===== src/rtl/core/nmea_sentence_check_classify_macros.svh =====
// assertion macros shared by the rtl files
`ifndef NMEA_SENTENCE_CHECK_CLASSIFY_MACROS_SVH
`define NMEA_SENTENCE_CHECK_CLASSIFY_MACROS_SVH

// same-cycle implication, checked outside reset
`define NCC_ASSERT_NOW(label, ante, cons, msg) \
    label: assert property (@(posedge i_clk) disable iff (!i_rst_n) (ante) |-> (cons)) \
        else $error(msg);

// next-cycle implication, checked outside reset
`define NCC_ASSERT_NEXT(label, ante, cons, msg) \
    label: assert property (@(posedge i_clk) disable iff (!i_rst_n) (ante) |=> (cons)) \
        else $error(msg);

`endif


===== src/rtl/core/ncc_pkg.sv =====
package ncc_pkg;

    // character codes
    localparam logic [7:0] CH_START = 8'h24;    // '$'
    localparam logic [7:0] CH_STAR  = 8'h2A;    // '*'
    localparam logic [7:0] CH_PROP  = 8'h50;    // 'P'
    localparam logic [7:0] CH_NINE  = 8'h39;    // '9'
    localparam logic [7:0] CH_ZERO  = 8'h30;    // '0'
    localparam logic [7:0] CH_A_OFS = 8'h37;    // 'A' - 10

    // sentence positions
    localparam logic [3:0] POS_SAT     = 4'd8;
    localparam logic [3:0] POS_MIN_LEN = 4'd7;
    localparam int         HDR_DEPTH   = 5;

    // checksum digit counter
    localparam logic [1:0] DIGITS_NONE = 2'd0;
    localparam logic [1:0] DIGITS_ONE  = 2'd1;
    localparam logic [1:0] DIGITS_TWO  = 2'd2;

    // known type words
    localparam logic [31:0] TYPE_GGA   = {8'h00, "GGA"};
    localparam logic [31:0] TYPE_GSA   = {8'h00, "GSA"};
    localparam logic [31:0] TYPE_GSV   = {8'h00, "GSV"};
    localparam logic [31:0] TYPE_RMC   = {8'h00, "RMC"};
    localparam logic [31:0] TYPE_GLL   = {8'h00, "GLL"};
    localparam logic [31:0] TYPE_PGRMM = "GRMM";

    // type class codes
    localparam logic [2:0] CLASS_OTHER = 3'd0;
    localparam logic [2:0] CLASS_GGA   = 3'd1;
    localparam logic [2:0] CLASS_GSA   = 3'd2;
    localparam logic [2:0] CLASS_GSV   = 3'd3;
    localparam logic [2:0] CLASS_RMC   = 3'd4;
    localparam logic [2:0] CLASS_GLL   = 3'd5;
    localparam logic [2:0] CLASS_PGRMM = 3'd6;

    // status of the checksum tracker after the current beat
    typedef struct packed {
        logic star_seen;
        logic digits_done;
        logic sum_match;
    } t_chk_status;

    // loose hex decode: no character is rejected
    function automatic logic [7:0] nibble_of(input logic [7:0] c);
        logic [7:0] v;
        if (c <= CH_NINE) begin
            v = c - CH_ZERO;
        end else begin
            v = c - CH_A_OFS;
        end
        return v;
    endfunction

    function automatic logic [2:0] classify(input logic [31:0] w);
        logic [2:0] k;
        if (w == TYPE_GGA) begin
            k = CLASS_GGA;
        end else if (w == TYPE_GSA) begin
            k = CLASS_GSA;
        end else if (w == TYPE_GSV) begin
            k = CLASS_GSV;
        end else if (w == TYPE_RMC) begin
            k = CLASS_RMC;
        end else if (w == TYPE_GLL) begin
            k = CLASS_GLL;
        end else if (w == TYPE_PGRMM) begin
            k = CLASS_PGRMM;
        end else begin
            k = CLASS_OTHER;
        end
        return k;
    endfunction

endpackage


===== src/rtl/core/ncc_if.sv =====
// sentence byte channel
interface ncc_in_if;
    logic       valid;
    logic       ready;
    logic [7:0] sentence_byte;
    logic       last_byte;

    modport source (output valid, output sentence_byte, output last_byte, input ready);
    modport sink   (input valid, input sentence_byte, input last_byte, output ready);
endinterface

// result channel
interface ncc_out_if;
    logic        valid;
    logic        ready;
    logic        sentence_valid;
    logic [31:0] type_word;
    logic [2:0]  type_class;

    modport source (output valid, output sentence_valid, output type_word,
                    output type_class, input ready);
    modport sink   (input valid, input sentence_valid, input type_word,
                    input type_class, output ready);
endinterface


===== src/rtl/core/ncc_checksum.sv =====
`include "nmea_sentence_check_classify_macros.svh"

module ncc_checksum (
    input  logic                 i_clk,
    input  logic                 i_rst_n,
    input  logic                 i_beat,
    input  logic                 i_first,
    input  logic                 i_last,
    input  logic [7:0]           i_byte,
    output ncc_pkg::t_chk_status o_status
);

    logic       r_star_seen;
    logic [1:0] r_digits;
    logic [7:0] r_xor;
    logic [7:0] r_sum;

    logic       n_star_seen;
    logic [1:0] n_digits;
    logic [7:0] n_xor;
    logic [7:0] n_sum;
    logic [7:0] nib;

    assign nib = ncc_pkg::nibble_of(i_byte);

    // state after taking this byte (the start mark byte is skipped)
    always_comb begin
        n_star_seen = r_star_seen;
        n_digits    = r_digits;
        n_xor       = r_xor;
        n_sum       = r_sum;
        if (!i_first) begin
            if (!r_star_seen) begin
                if (i_byte == ncc_pkg::CH_STAR) begin
                    n_star_seen = 1'b1;
                end else begin
                    n_xor = r_xor ^ i_byte;
                end
            end else if (r_digits == ncc_pkg::DIGITS_NONE) begin
                n_sum    = {nib[3:0], 4'h0};
                n_digits = ncc_pkg::DIGITS_ONE;
            end else if (r_digits == ncc_pkg::DIGITS_ONE) begin
                n_sum    = r_sum + nib;
                n_digits = ncc_pkg::DIGITS_TWO;
            end
        end
    end

    assign o_status.star_seen   = n_star_seen;
    assign o_status.digits_done = (n_digits == ncc_pkg::DIGITS_TWO);
    assign o_status.sum_match   = (n_sum == n_xor);

    always_ff @(posedge i_clk) begin
        if (!i_rst_n) begin
            r_star_seen <= 1'b0;
            r_digits    <= ncc_pkg::DIGITS_NONE;
            r_xor       <= 8'h00;
            r_sum       <= 8'h00;
        end else if (i_beat) begin
            if (i_last) begin
                r_star_seen <= 1'b0;
                r_digits    <= ncc_pkg::DIGITS_NONE;
                r_xor       <= 8'h00;
                r_sum       <= 8'h00;
            end else begin
                r_star_seen <= n_star_seen;
                r_digits    <= n_digits;
                r_xor       <= n_xor;
                r_sum       <= n_sum;
            end
        end
    end

    `NCC_ASSERT_NOW(a_digits_range, 1'b1, r_digits != 2'd3, "checksum digit count out of range")
    `NCC_ASSERT_NOW(a_digits_need_star, r_digits != ncc_pkg::DIGITS_NONE, r_star_seen,
                    "checksum digits counted before separator")
    `NCC_ASSERT_NEXT(a_clear_on_last, i_beat && i_last,
                     !r_star_seen && r_digits == ncc_pkg::DIGITS_NONE && r_xor == 8'h00,
                     "checksum state not cleared after sentence end")

endmodule


===== src/rtl/core/nmea_sentence_check_classify.sv =====
// NMEA 0183 sentence checker and classifier. Bytes of a sentence arrive on
// i_byte_ch one beat at a time, last_byte set on the final beat; one beat is
// taken every cycle. The start mark '$' is checked, the bytes between it and
// the first '*' are XORed, and the two characters after the '*' are decoded
// as hex (loosely: no character is rejected) and compared with the XOR. On
// the final beat one result beat is produced on o_result_ch in the cycle
// after the byte is taken: sentence_valid, the packed type word (zero if
// invalid or 7 bytes or shorter) and the type class. The result is held in
// a single result register; throughput is one byte per cycle, and the
// byte channel stalls only while a result waits in that register and the
// sink holds ready low.
`include "nmea_sentence_check_classify_macros.svh"

module nmea_sentence_check_classify (
    input  logic      i_clk,
    input  logic      i_rst_n,
    ncc_in_if.sink    i_byte_ch,
    ncc_out_if.source o_result_ch
);

    // byte position, saturating once past the header
    logic [3:0] r_pos;
    logic [3:0] n_pos;
    logic       r_start_ok;
    logic       n_start_ok;

    // sentence bytes 1 to 5 (address letters)
    logic [7:0] r_hdr [ncc_pkg::HDR_DEPTH];

    // result register
    logic        r_out_valid;
    logic        r_sentence_valid;
    logic [31:0] r_type_word;
    logic [2:0]  r_type_class;

    logic                 in_beat;
    logic                 first;
    logic                 long_enough;
    logic                 sent_valid;
    logic                 word_en;
    logic [31:0]          raw_word;
    ncc_pkg::t_chk_status chk;

    // take a byte whenever the result register is free or being drained
    assign i_byte_ch.ready = !r_out_valid || o_result_ch.ready;
    assign in_beat         = i_byte_ch.valid && i_byte_ch.ready;
    assign first           = (r_pos == 4'd0);

    ncc_checksum u_checksum (
        .i_clk    (i_clk),
        .i_rst_n  (i_rst_n),
        .i_beat   (in_beat),
        .i_first  (first),
        .i_last   (i_byte_ch.last_byte),
        .i_byte   (i_byte_ch.sentence_byte),
        .o_status (chk)
    );

    assign n_start_ok = first ? (i_byte_ch.sentence_byte == ncc_pkg::CH_START) : r_start_ok;
    assign n_pos      = (r_pos < ncc_pkg::POS_SAT) ? r_pos + 4'd1 : r_pos;

    assign sent_valid  = n_start_ok && chk.star_seen && chk.digits_done && chk.sum_match;
    // a last byte at position 7 or beyond means the header is already stored
    assign long_enough = (r_pos >= ncc_pkg::POS_MIN_LEN);
    assign word_en     = sent_valid && long_enough;

    // proprietary sentences ('P' first) carry one more letter on top
    assign raw_word = {(r_hdr[0] == ncc_pkg::CH_PROP) ? r_hdr[1] : 8'h00,
                       r_hdr[2], r_hdr[3], r_hdr[4]};

    always_ff @(posedge i_clk) begin
        if (!i_rst_n) begin
            r_pos       <= 4'd0;
            r_start_ok  <= 1'b0;
            r_out_valid <= 1'b0;
        end else begin
            if (in_beat) begin
                if (i_byte_ch.last_byte) begin
                    r_pos      <= 4'd0;
                    r_start_ok <= 1'b0;
                end else begin
                    r_pos      <= n_pos;
                    r_start_ok <= n_start_ok;
                end
            end
            if (in_beat && i_byte_ch.last_byte) begin
                r_out_valid <= 1'b1;
            end else if (o_result_ch.ready) begin
                r_out_valid <= 1'b0;
            end
        end
    end

    // header capture; stale bytes from an earlier sentence are never read
    // because the word is used only when all five were written
    always_ff @(posedge i_clk) begin
        for (int k = 0; k < ncc_pkg::HDR_DEPTH; k++) begin
            if (in_beat && r_pos == 4'(k + 1)) begin
                r_hdr[k] <= i_byte_ch.sentence_byte;
            end
        end
    end

    // result payload
    always_ff @(posedge i_clk) begin
        if (in_beat && i_byte_ch.last_byte) begin
            r_sentence_valid <= sent_valid;
            r_type_word      <= word_en ? raw_word : 32'h0;
            r_type_class     <= word_en ? ncc_pkg::classify(raw_word) : ncc_pkg::CLASS_OTHER;
        end
    end

    assign o_result_ch.valid          = r_out_valid;
    assign o_result_ch.sentence_valid = r_sentence_valid;
    assign o_result_ch.type_word      = r_type_word;
    assign o_result_ch.type_class     = r_type_class;

    `NCC_ASSERT_NOW(a_pos_range, 1'b1, r_pos <= ncc_pkg::POS_SAT, "byte position past saturation")
    `NCC_ASSERT_NOW(a_invalid_zero, r_out_valid && !r_sentence_valid,
                    r_type_word == 32'h0 && r_type_class == ncc_pkg::CLASS_OTHER,
                    "invalid sentence carries a type")
    `NCC_ASSERT_NOW(a_class_has_word, r_out_valid && r_type_class != ncc_pkg::CLASS_OTHER,
                    r_type_word != 32'h0, "type class without type word")
    `NCC_ASSERT_NEXT(a_restart_after_last, in_beat && i_byte_ch.last_byte,
                     r_pos == 4'd0 && r_out_valid, "no restart or no result after last beat")

endmodule

===== src/flat_wrapper.sv =====
// flat-port wrapper written by rule: the top's interface ports become plain ports
module nmea_sentence_check_classify_flat 
  (i_clk, i_rst_n, i_byte_ch_valid, i_byte_ch_sentence_byte, i_byte_ch_last_byte, i_byte_ch_ready, o_result_ch_valid, o_result_ch_sentence_valid, o_result_ch_type_word, o_result_ch_type_class, o_result_ch_ready);
  ncc_in_if i_byte_ch_i ();
  ncc_out_if o_result_ch_i ();
  input  logic i_clk;
  input  logic i_rst_n;
  input wire logic [$bits(i_byte_ch_i.valid)-1:0] i_byte_ch_valid;
  input wire logic [$bits(i_byte_ch_i.sentence_byte)-1:0] i_byte_ch_sentence_byte;
  input wire logic [$bits(i_byte_ch_i.last_byte)-1:0] i_byte_ch_last_byte;
  output wire logic [$bits(i_byte_ch_i.ready)-1:0] i_byte_ch_ready;
  output wire logic [$bits(o_result_ch_i.valid)-1:0] o_result_ch_valid;
  output wire logic [$bits(o_result_ch_i.sentence_valid)-1:0] o_result_ch_sentence_valid;
  output wire logic [$bits(o_result_ch_i.type_word)-1:0] o_result_ch_type_word;
  output wire logic [$bits(o_result_ch_i.type_class)-1:0] o_result_ch_type_class;
  input wire logic [$bits(o_result_ch_i.ready)-1:0] o_result_ch_ready;
  assign i_byte_ch_i.valid = i_byte_ch_valid;
  assign i_byte_ch_i.sentence_byte = i_byte_ch_sentence_byte;
  assign i_byte_ch_i.last_byte = i_byte_ch_last_byte;
  assign i_byte_ch_ready = i_byte_ch_i.ready;
  assign o_result_ch_valid = o_result_ch_i.valid;
  assign o_result_ch_sentence_valid = o_result_ch_i.sentence_valid;
  assign o_result_ch_type_word = o_result_ch_i.type_word;
  assign o_result_ch_type_class = o_result_ch_i.type_class;
  assign o_result_ch_i.ready = o_result_ch_ready;
  nmea_sentence_check_classify u_core (.i_clk(i_clk), .i_rst_n(i_rst_n), .i_byte_ch(i_byte_ch_i), .o_result_ch(o_result_ch_i));
endmodule

===== config.mk =====
export PLATFORM = sky130hd
export DESIGN_NAME = nmea_sentence_check_classify_flat
export DESIGN_NICKNAME = d
export VERILOG_FILES = /design/src/rtl/core/ncc_pkg.sv /design/src/rtl/core/ncc_if.sv /design/src/rtl/core/ncc_checksum.sv /design/src/rtl/core/nmea_sentence_check_classify.sv /design/src/flat_wrapper.sv
export VERILOG_INCLUDE_DIRS = /design/src /design/src/rtl/core
export SDC_FILE = /design/constraint.sdc
export NUM_CORES = 1
export LEC_CHECK = 0
export ABC_AREA = 1
export BUFFER_PORTS_ARGS = -buffer_cell sky130_fd_sc_hd__buf_2
export CORE_MARGIN = 4
export CORE_UTILIZATION = 27
export DETAILED_ROUTE_END_ITERATION = 10
export GPL_TIMING_DRIVEN = 0
export PLACE_DENSITY = 0.46
export SYNTH_ARGS = -nofsm -noshare
export SYNTH_HDL_FRONTEND = slang
export SYNTH_HIERARCHICAL = 1
export SYNTH_SLANG_ARGS = --single-unit

===== constraint.sdc =====
create_clock -name i_clk -period 9.4 [get_ports i_clk]
set_input_delay 1.41 -clock i_clk [delete_from_list [all_inputs] [get_ports i_clk]]
set_output_delay 1.41 -clock i_clk [all_outputs]
set_load 0.05 [all_outputs]

==> results.sh <==
export IMPL_numPortBuffers=50
export IMPL_max_freq_mhz=193
export IMPL_switching_share=0.261
export IMPL_worstPathArrival_ns=5.37
export IMPL_tritoncts="yes"
export IMPL_pin_count=51
export IMPL_cpPeakStageDelay_ns=0.35
export IMPL_cts_root_buf="clkbuf_16"
export IMPL_drt_iter0_markers=210
export IMPL_grt_usage=0.116
export IMPL_syn_area_sq_um=5500
export IMPL_rows=51
export IMPL_drive_gt1_frac=0.181
export IMPL_tightest_slew_ns=1.23
export IMPL_slowest_stage="ha_1"
export IMPL_grt_start_max_net_pins=37
export IMPL_ant_nets=0
export IMPL_clk_pin_slew_ns=0.07
export IMPL_finalSetupViolCount=0
export IMPL_grt_pass1_wl_microns=20500
export IMPL_fin_crit_sh=0.550
export IMPL_final_core_util=0.324
export IMPL_die_area_sq_um=22700
export IMPL_area_growth_pct=16.3
export IMPL_firstDrtPassIters=4
export IMPL_drcViolationCount=0
export IMPL_cts_htree_levels=3
export IMPL_synth_area_per_cell_sq_um=8.75
export IMPL_worst_path_buf_inv=5
export IMPL_die_w_microns=151
export IMPL_yosys_cell_types_count=41
export IMPL_crit_top_cell="nand2_1"
export IMPL_routed_wl_microns=12500
export IMPL_synth_seq_cells=101
export IMPL_setup_ws_ns=4.23
export IMPL_antenna_found_initial=0
export IMPL_power_per_cell_area_nw_per_um2=148
export IMPL_dp_cells=944
export IMPL_critPathMaxFanout=12
export IMPL_slew_headroom=0.176
export IMPL_p_comb_frac=0.110
export IMPL_post_place_ws_ns=3.87
export IMPL_leakage_nw=2.73
export IMPL_synth_nets=661
export IMPL_vias=4199
export IMPL_end_kind="flop"
export IMPL_routed_via_density=4.37
export IMPL_status="completed"
export IMPL_core_area_sq_um=19700
export IMPL_wl_per_cell_microns=13.0
export IMPL_fin_skew_ns=0.00670
export IMPL_peakVddDrop_mv=0.0802
export IMPL_synth_cells=628
export IMPL_clkSinkCount=101
export IMPL_yosys_warnings=6
export IMPL_p_clk_frac=0.371
export IMPL_initial_utilization=0.279
export IMPL_clk_latency_ns=0.34
export IMPL_place_detailed_hpwl_microns=9410
export IMPL_crit_family="simple AND/OR/NAND/NOR gates"
export IMPL_ys_seq_area_frac=0.506
export IMPL_finalNetCount=724
export IMPL_critPathLaunchType="input port"
export IMPL_hold_viol=0
export IMPL_antennaDiodeCount=0
export IMPL_slew_violations=0
export IMPL_final_cells=961
export IMPL_gr_total_overflow=0
export IMPL_post_cts_buffers=0
export IMPL_clockBufferDepth=2
export IMPL_finalWeightedCongestion=0.876
export IMPL_postCtsResizedCells=0
export IMPL_hold_buffers=0
export IMPL_seqPwrFrac=0.519
export IMPL_rsz0062_at_grt="no"
export IMPL_whs_ns=0.470
export IMPL_min_from="u_core/u_checksum/r_digits[1]"
export IMPL_cap_violations=0
export IMPL_reg2reg_from="u_core/r_pos[0]"
export IMPL_hold_class="flop to flop"
export IMPL_intPower_mw=0.697
export IMPL_min_period_ns=5.17
export IMPL_p_switching_mw=0.246
export IMPL_die_h_microns=151
export IMPL_cp_required_ns=9.60
export IMPL_cts_buffers=9
export IMPL_grt_pass1_vias=4109
export IMPL_cp_startpoint="i_byte_ch_sentence_byte[0]"
export IMPL_criticalPathCategory="input port to flop"
export IMPL_fin_setup_tns_ns=0
[worst paths after layout]
kind                                 endpoint  slack [ns]  cells past startpoint
max          u_core/o_result_ch.type_word[11]        4.23                     29
min             u_core/u_checksum/r_digits[1]        0.47                      2
max reg2reg  u_core/o_result_ch.type_word[11]        5.96                     23
min reg2reg     u_core/u_checksum/r_digits[1]        0.47                      2
[Yosys cell counts (all sizes together)]
library cell / instances / area (sq um)
a21boi: 2 / 15.0
a21oi: 33 / 173
a22oi: 1 / 7.51
and3: 2 / 12.5
buf: 9 / 77.6
clkbuf: 3 / 11.3
clkinv: 2 / 7.51
dfxtp: 25 / 500
edfxtp: 76 / 2280
fa: 1 / 20.0
ha: 19 / 238
inv: 109 / 409
mux2i: 1 / 10.0
nand2: 144 / 573
nand3: 42 / 250
nand3b: 2 / 15.0
nand4: 16 / 128
nor2: 79 / 334
nor3: 18 / 110
nor3b: 1 / 7.51
nor4: 4 / 40.0
o211ai: 10 / 75.1
o21ai: 17 / 96.4
o22ai: 1 / 6.26
xnor2: 4 / 35.0
xor2: 7 / 61.3
[layout by cell type, fill, tap and decap left out, drive strengths merged, types with 2 or more instances in the layout]
master	instances
nand4	16
a21boi	2
edfxtp	76
nand3	42
a21oi	33
inv	113
clkinv	4
clkbuf	12
nor2	79
o21ai	17
dfxtp	25
and3	2
xnor2	4
o211ai	10
ha	19
xor2	7
nor4	4
buf	61
nand2	144
nor3	18
nand3b	2
[kinds of logic after synthesis]
family | count (synthesis) | synth area share
AOI/OAI and AO/OA | 64 | 0.0679
xor gates and xnor gates | 11 | 0.0175
adders and majority gates | 20 | 0.0469
buffers and inverters | 123 | 0.0920
DFF | 101 | 0.506
muxes | 1 | 0.00182
and+or+nand+nor | 308 | 0.268
[layout make-up]
type | instances | area [sq um]
plain buffers | 12 | 88.8
clock buffers | 9 | 225
clock inverters | 7 | 53.8
fillers | 2072 | 13300
inverters | 111 | 417
multi-input cells | 404 | 2210
flip-flops and latches | 101 | 2780
well taps | 265 | 332
repair buffers | 52 | 275
[state kept, by name (all words and copies together) (netlist names)]
signal / flops
u_core/r_hdr: 40
u_core/o_result_ch.type_word: 32
u_core/u_checksum/r_sum: 8
u_core/u_checksum/r_xor: 8
u_core/r_pos: 4
u_core/o_result_ch.type_class: 3
u_core/u_checksum/r_digits: 2
u_core/o_result_ch.sentence_valid: 1
u_core/o_result_ch.valid: 1
u_core/r_start_ok: 1
u_core/u_checksum/r_star_seen: 1
[worst min-delay path, cell delays in order, from the launching register on]
cell	delay [ns]
dfxtp_1	0.31
nand2_1	0.06
a21oi_1	0.05
[power groups by stage]
stage / Clock (mW) / Combinational [mW] / Sequential [mW]
after floorplan: 0 / 0.0535 / 0.519
after global placement: 0 / 0.102 / 0.500
after detailed placement: 0 / 0.105 / 0.500
after CTS: 0.365 / 0.105 / 0.490
after global routing: 0.384 / 0.116 / 0.490
final: 0.350 / 0.104 / 0.490
[per-layer routing]
layer,global-route usage,vias up,routed length (microns)
li1,-,2190,-
met1,0.143,1920,5600
met2,0.202,75,6150
met3,0.0259,14,578
met4,0.0322,0,187
met5,0,-,0
[per-stage QoR]
stage               cell area, sq um  total power, mW
floorplan                       5500            0.573
global placement                6080            0.602
detailed placement              6100            0.605
CTS                             6380            0.960
global route                    6390            0.990
finish                          6390            0.943
Power figures use the tool's default switching activity.
